===== config.mk =====
export PLATFORM = sky130hd
export DESIGN_NAME = sobel_sqrt_cell
export DESIGN_NICKNAME = d
export VERILOG_FILES = /design/src/design/assert_macros.svh /design/src/design/sobel_pkg.sv /design/src/design/sobel_sqrt_cell.sv
export SDC_FILE = /design/constraint.sdc
export NUM_CORES = 1
export LEC_CHECK = 0
export BUFFER_PORTS_ARGS = -buffer_cell sky130_fd_sc_hd__buf_2
export CAP_MARGIN = 20
export CORE_ASPECT_RATIO = 0.6
export CORE_UTILIZATION = 44
export CTS_CLUSTER_SIZE = 24
export DETAILED_ROUTE_END_ITERATION = 8
export PLACE_DENSITY = 0.69
export SLEW_MARGIN = 10
export SYNTH_ARGS = -nofsm -noshare
export SYNTH_HDL_FRONTEND = slang
export SYNTH_SLANG_ARGS = --single-unit

===== constraint.sdc =====
create_clock -name clk -period 7.2 [get_ports clk]
set_input_delay 1.44 -clock clk [delete_from_list [all_inputs] [get_ports clk]]
set_output_delay 1.44 -clock clk [all_outputs]
set_load 0.01 [all_outputs]

===== src/design/assert_macros.svh =====
// Assertion macros used by the Sobel edge magnitude top-level design file.
`ifndef ASSERT_MACROS_SVH
`define ASSERT_MACROS_SVH

// Checks that the consequent holds in the same cycle as the antecedent.
`define ASSERT_IMPLIES(label, ante, cons) \
  label: assert property (@(posedge clk) disable iff (rst) (ante) |-> (cons)) \
    else $error("same-cycle implication failed");

// Checks that the consequent holds in the cycle after the antecedent.
`define ASSERT_NEXT(label, ante, cons) \
  label: assert property (@(posedge clk) disable iff (rst) (ante) |=> (cons)) \
    else $error("next-cycle implication failed");

`endif


===== src/design/sobel_pkg.sv =====
// Package with the types and constants of the Sobel edge magnitude block.
package sobel_pkg;

  localparam int MAX_WIDTH    = 1024;
  localparam int CNT_W        = $clog2(MAX_WIDTH);
  localparam int WID_W        = $clog2(MAX_WIDTH + 1);
  localparam int PIX_W        = 8;
  localparam int ROW_W        = 12;
  localparam int COL_W        = 10;
  localparam int WREG_W       = 11;
  localparam int HREG_W       = 12;
  localparam int CFG_DATA_W   = 12;
  localparam int CFG_IDX_W    = 2;
  localparam int WIDTH_RESET  = 640;
  localparam int HEIGHT_RESET = 480;
  localparam int MIN_DIM      = 3;

  // Gradient magnitudes are at most 4 * 255, so ten bits hold them.
  localparam int GRAD_W = 10;
  localparam int DIFF_W = GRAD_W + 1;
  localparam int SQ_W   = 2 * GRAD_W;
  localparam int SUM_W  = SQ_W + 1;
  localparam int ROOT_W = (SUM_W + 1) / 2;
  localparam int MAG_W  = 11;

  // Weight of the first root bit; each following cell uses a quarter of the one before.
  localparam logic [SUM_W-1:0] SQRT_BIT0 = SUM_W'(1) << (2 * (ROOT_W - 1));

  typedef enum logic [CFG_IDX_W-1:0] {
    REG_WIDTH  = 2'd0,
    REG_HEIGHT = 2'd1
  } sobel_reg_t;

  typedef struct packed {
    logic [PIX_W-1:0] pixel;
    logic             frame_start;
  } sobel_in_t;

  typedef struct packed {
    logic [MAG_W-1:0] magnitude;
    logic [ROW_W-1:0] row;
    logic [COL_W-1:0] column;
    logic             last_of_frame;
  } sobel_out_t;

  typedef struct packed {
    logic [ROW_W-1:0] row;
    logic [COL_W-1:0] column;
    logic             last;
  } sobel_tag_t;

  typedef struct packed {
    logic [SUM_W-1:0] rem;
    logic [SUM_W-1:0] root;
    sobel_tag_t       tag;
  } sobel_sq_t;

  typedef struct packed {
    logic [WID_W-1:0] width;
    logic [ROW_W-1:0] height;
  } sobel_geom_t;

  typedef struct packed {
    logic [PIX_W-1:0] upper;
    logic [PIX_W-1:0] middle;
  } sobel_lines_t;

  typedef struct packed {
    logic [PIX_W-1:0] top;
    logic [PIX_W-1:0] mid;
    logic [PIX_W-1:0] bot;
  } sobel_col_t;

endpackage


===== src/design/sobel_sqrt_cell.sv =====
// One cell of the square root chain: settles one root bit per stage.
module sobel_sqrt_cell (
  input  logic                         clk,
  input  logic                         rst,
  input  logic [sobel_pkg::SUM_W-1:0]  bit_weight,
  input  logic                         in_valid,
  output logic                         in_ready,
  input  sobel_pkg::sobel_sq_t         in_data,
  output logic                         out_valid,
  input  logic                         out_ready,
  output sobel_pkg::sobel_sq_t         out_data
);
  import sobel_pkg::*;

  logic           valid;
  sobel_sq_t      data, step;
  logic [SUM_W:0] trial;

  assign in_ready = !valid || out_ready;

  always_comb begin
    trial = {1'b0, in_data.root} + {1'b0, bit_weight};
    step  = in_data;
    if ({1'b0, in_data.rem} >= trial) begin
      step.rem  = in_data.rem - trial[SUM_W-1:0];
      step.root = (in_data.root >> 1) + bit_weight;
    end else begin
      step.root = in_data.root >> 1;
    end
  end

  always_ff @(posedge clk) begin
    if (rst) begin
      valid <= 1'b0;
    end else if (in_ready) begin
      valid <= in_valid;
    end
  end

  always_ff @(posedge clk) begin
    if (in_ready) begin
      data <= step;
    end
  end

  assign out_valid = valid;
  assign out_data  = data;

endmodule


== Word level (Yosys, flattened, before mapping) ==
Cells that the tools add are included.

* Bits of input ports: 90
* Register bits after elaboration: 66
* Output and inout bits: 67
* Logic and storage cells: 15

* Add/subtract/negate cells: 3
* Mux-type cells: 2
* Reduce and logical (&&, ||, !) cells: 2
* $lt $le $gt $ge: 1

{| class="wikitable"
|+ Operator list
! operator !! number
|-
| adder 21 x 21 -> 22 bit || 1
|-
| >= comparator 21 x 22 -> 1 bit || 1
|-
| adder 20 x 21 -> 21 bit || 1
|-
| two-way mux 21 bit || 1
|-
| subtractor 21 bit || 1
|-
| two-way mux 20 bit || 1
|-
| logical NOT 1 bit || 1
|-
| logical OR 1 bit || 1
|}

== Logic depth before layout (Yosys ltp) ==
* Depth after elaboration: 3
* Gate-level depth with buffers: 23
* Mapped depth without buffers: 20

== Worst setup path before layout ==
OpenSTA, ideal clock, no wires.

* Path type: input to register
* Start point: input port bit_weight[0] in the netlist's numbering
* End point: register data, in the netlist out_data[23], data pin
* Data required time: 6.940 ns
* Library setup time: 0.260 ns
* Slack: 1.595 ns
* Arrival: 5.345 ns
* Path buffers: 2
* Cell stages on the path: 20
* Cell sequence: ha_1 -> inv_1 -> fa_1 -> nor2b_1 -> o21ai_0 -> a21oi_1 -> a2111oi_2 -> o311ai_0 -> a21oi_1 -> xor2_1 -> ha_1 -> or4_1 -> o21ai_1 -> o21ba_1 -> a22o_1 -> a31oi_2 -> a211o_1 -> buf_4 -> buf_6 -> mux2_2

{| class="wikitable"
|+ RTL lines
! item !! line !! source
|-
| start, declared || sobel_sqrt_cell.sv:5 || <nowiki>input logic [sobel_pkg::SUM_W-1:0] bit_weight,</nowiki>
|-
| end signal, assigned || sobel_sqrt_cell.sv:42 || <nowiki>data <= step;</nowiki>
|-
| end, declared || sobel_sqrt_cell.sv:16 || <nowiki>sobel_sq_t data, step;</nowiki>
|}

==> results.txt <==
* Outcome: finished, final reports clean
* Cell taking the most area after synthesis: edfxtp_1
* Worst slack, placed: 0.645 ns
- Die X: 145 µm
* Worst-case headroom to the max-slew limit: 40.9%
- Post-synth top area share: 36.0%
* CTS Buf Count: 9
* Peak fanout along the critical path: 23
* CP max stage delay: 0.52 ns
* Fraction of the mapped netlist area in compound gates: 22.7%
* Worst hold path cell count: 2
- In this run, synthesis inferred 65 flip-flops with an integrated enable.
- The H-tree was split into 3 levels.
* Placer congestion estimate: 0.972
* Die area: 12800 µm²
* Number of vias per cell after detailed routing: 5.60
* Total number of clock tree sinks: 66
- The wire-length estimate of the detail-placed layout is 11500 µm.
- Entering global routing, the biggest net connects 67 pins.
* Final instance area: 6710 µm²
- Yosys instantiated no cell more often than nand2_1.
- Synth Instances: 576
* Aggregate global-route resource usage: 22.3%
* Post-synthesis async set-or-reset flop share: 0%
* Fraction of layout instances using a drive strength above 1: 25.4%
- Post-route clock period utilization: 86.4%
- Counting both buffers and inverters, the worst setup path holds a total of 3.
- For the pin with the worst max-slew slack, the measured transition is 0.886 ns.
* Commonest cells post-synth: nand2_1, edfxtp_1, ha_1
* Final routed DRC violation total: 0
* Post-layout total power: 1.72 mW
* Worst setup skew after layout: 0.00617 ns
- Post-CTS repair timing setup buffer count: 0
- Overflow left after global routing: 0
- Clock Tree Buf Depth: 2
* Post-route antenna net violation count: 0
- Setup repair after global routing left no endpoint under its margin.
* Leakage power: 3.10 nW
- Power spread over the standard cell area amounts to 256 nW/µm².
* Final hold violation count: 0
- Clock tree from TritonCTS: done
* Top routing layer in use: met4
- Setup slack on the critical path of the routed design comes to 0.976 ns.
* Sequential-to-total area share from yosys stat: 36.4%
- Data arrival time of the critical path: 6.31 ns
- STA classifies the critical path startpoint as a primary input.
* Most used flip-flop cell after synthesis: edfxtp_1
- In this run the clock root is driven by a clkbuf_16.
- Ordered cell list for the critical path: buf_2 > ha_1 > inv_1 > fa_1 > nor2b_1 > o21ai_0 > a21oi_1 > a2111oi_2 > o311ai_0 > a21oi_1 > xor2_1 > ha_1 > or4_1 > o21ai_1 > o21ba_1 > a22o_1 > a31oi_2 > a211o_2 > buf_4 > mux2_2
- Post-synthesis instance area: 5420 µm²
- The initial antenna violation count was 0.
* Worst R2R End: out_data[23]
- Area contributors post-synth: edfxtp_1, ha_1, o21ai_0
* Mean post-synth cell area: 9.41 µm²
- Post-synthesis share of cell area spent on xor and xnor gates: 7.59%
- The max-slew violation count was 0.
* Count of instances resized after the clock tree is built: 0
- Metal3 WL: 1270 µm
- Via count of the first global-routing pass: 4499
- After detailed routing, the average wire length per cell comes to 16.2 µm.
- During synthesis, Yosys emitted a total of 0 warnings.
* First-pass GRT wire length: 22400 µm
- In this run the cell area measured after placement is 6370 µm².
- Fill cells: 1049
- Maximum vdd ir drop: 0.147 mV
* Reg2reg setup slack: 5.66 ns
* Io pins: 157
* Slowest-stage cell, CP: or4_1
- Input and output buffers added on the ports amount to 156.
- Post-Route Hold Slack: 1.09 ns
* Worst-Skew Late Latency: 0.34 ns
- Row generation in the floorplan step produced 30 rows.
* Final setup violating endpoints: 0
* Vertical extent of the die: 88.0 µm
- Post-Synth Simple-Gate Area: 13.7%
- Count of different cell masters after synthesis: 59
- Highest clock rate: 161 MHz
- In the final layout, flip-flops and latches occupy 1970 µm².
* Length in cells of the worst reg-to-reg path: 2
* Critical path required time: 7.28 ns
* Post-detailed-routing wire length: 14600 µm
- Area of the multi-input gates: 3290 µm²
* Number of synthesized register bits: 66
- Count of routing violations after the opening detailed-route iteration: 371
- Kind of critical path: in -> reg
* Core Util, Final: 57.7%
- The worst hold path begins at out_valid.
- Routed length on met1: 7280 µm
- Sum of negative setup slack: 0 ns
- In the detailed route, the total length drawn on met2 is 5890 µm.
* DP Cell Count: 881
- Detailed routing inserted a total of 5027 vias.
* Mux contribution to synthesized area: 1.20%
* Count of hold buffers inserted by post-cts repair: 0
- R2r startpoint: out_valid
- Total nets after synthesis: 731
* Cell family contributing the most delay on the critical path: compound AO/OA/AOI/OAI gates
- Post-synthesis share of cell area spent on full adders, half adders and majority gates: 15.4%
- STA classifies the critical path endpoint as a flop.
- The repair_antennas step left the layout with diodes totalling 0.
* 1st-pass router iterations: 6
- The path with the worst hold slack has its endpoint at out_data[26].
- After synthesis, the largest family of logic cells by area is compound AO/OA/AOI/OAI gates.
- Clock slew at reported path FFs: 0.06 ns
- The tool flagged a number of max-cap violations equal to 0.
* Starting Density: 46.6%
- Once layout is complete, the cells apart from fillers number 897.
* Hold Path Class: reg -> reg
- Core region area: 11600 µm²
- Area growth from synthesis to final layout: 23.8%
- The clock period could shrink to 6.22 ns.
* Nets: 887
==> how the worst max path moves through the flow <==
stage	startpoint	endpoint	depth (start not counted)
floorplan	bit_weight[0]	out_data[23]	20
global placement	bit_weight[0]	out_data[23]	20
detailed placement	bit_weight[0]	out_data[23]	20
CTS	bit_weight[0]	out_data[23]	20
global route	bit_weight[0]	out_data[23]	20
finish	bit_weight[0]	out_data[23]	20
==> layer usage <==
layer	GRT usage, %	up-vias
li1	-	2474
met1	31.9	2320
met4	4.31	0
met2	33.7	215
met5	0	-
met3	6.15	18
==> state kept, by name, indices dropped and copies added, names as in the netlist <==
| name | count |
|---|---|
| out_data | 65 |
| out_valid | 1 |
==> layout by cell type (no fill, tap or decap), types with 4 or more instances in the layout <==
cell type | Yosys | layout
ha_1 | 62 | 62
nand2b_1 | 9 | 8
o21bai_1 | 7 | 7
or3_1 | 4 | 4
a21o_1 | 20 | 20
nor3_1 | 9 | 9
o21a_1 | 7 | 7
xnor2_1 | 20 | 20
nand2_1 | 66 | 66
a211oi_1 | 9 | 9
buf_2 | 4 | 156
nand3_1 | 11 | 11
and3_1 | 5 | 5
clkbuf_16 | 0 | 9
nand4_1 | 6 | 6
inv_1 | 24 | 24
a31oi_1 | 8 | 8
edfxtp_1 | 65 | 65
a21oi_1 | 46 | 46
nor2b_1 | 5 | 5
xor2_1 | 27 | 27
nor2_1 | 32 | 32
o21ai_0 | 57 | 57
o21ai_1 | 4 | 4
o211ai_1 | 5 | 5
==> kinds of logic (layout without fill, tap and decap cells) <==
| family | after synthesis | in the layout |
|---|---|---|
| AO/OA/AOI/OAI | 194 | 194 |
| AND/OR/NAND/NOR | 160 | 160 |
| flip-flops | 66 | 66 |
| adder cells (fa/ha/maj) | 65 | 65 |
| XOR/XNOR | 47 | 47 |
| buffers and inverters | 38 | 199 |
| multiplexers | 6 | 6 |
==> cell type report <==
class	count	area share [%]
sequential	66	29.4
inverter	24	1.34
clock buffer	10	3.41
timing repair buffer	159	12.2
tap	160	2.98
multi-input combinational	472	49.0
clock inverter	6	1.71
==> where the power goes <==
group	switching [mW]	leakage (nW)	internal (mW)
registers	0.0159	0.687	0.512
clock network	0.173	0.163	0.340
logic	0.396	2.25	0.279
total	0.585	3.10	1.13
==> worst reg2reg max path, delay by kind of cell (launching register included) <==
| family | cells | cell delay [ns] |
|---|---|---|
| buffers and inverters | 1 | 0.64 |
| DFF | 1 | 0.33 |
| and+or+nand+nor | 1 | 0.09 |
Power figures use the tool's default switching activity.
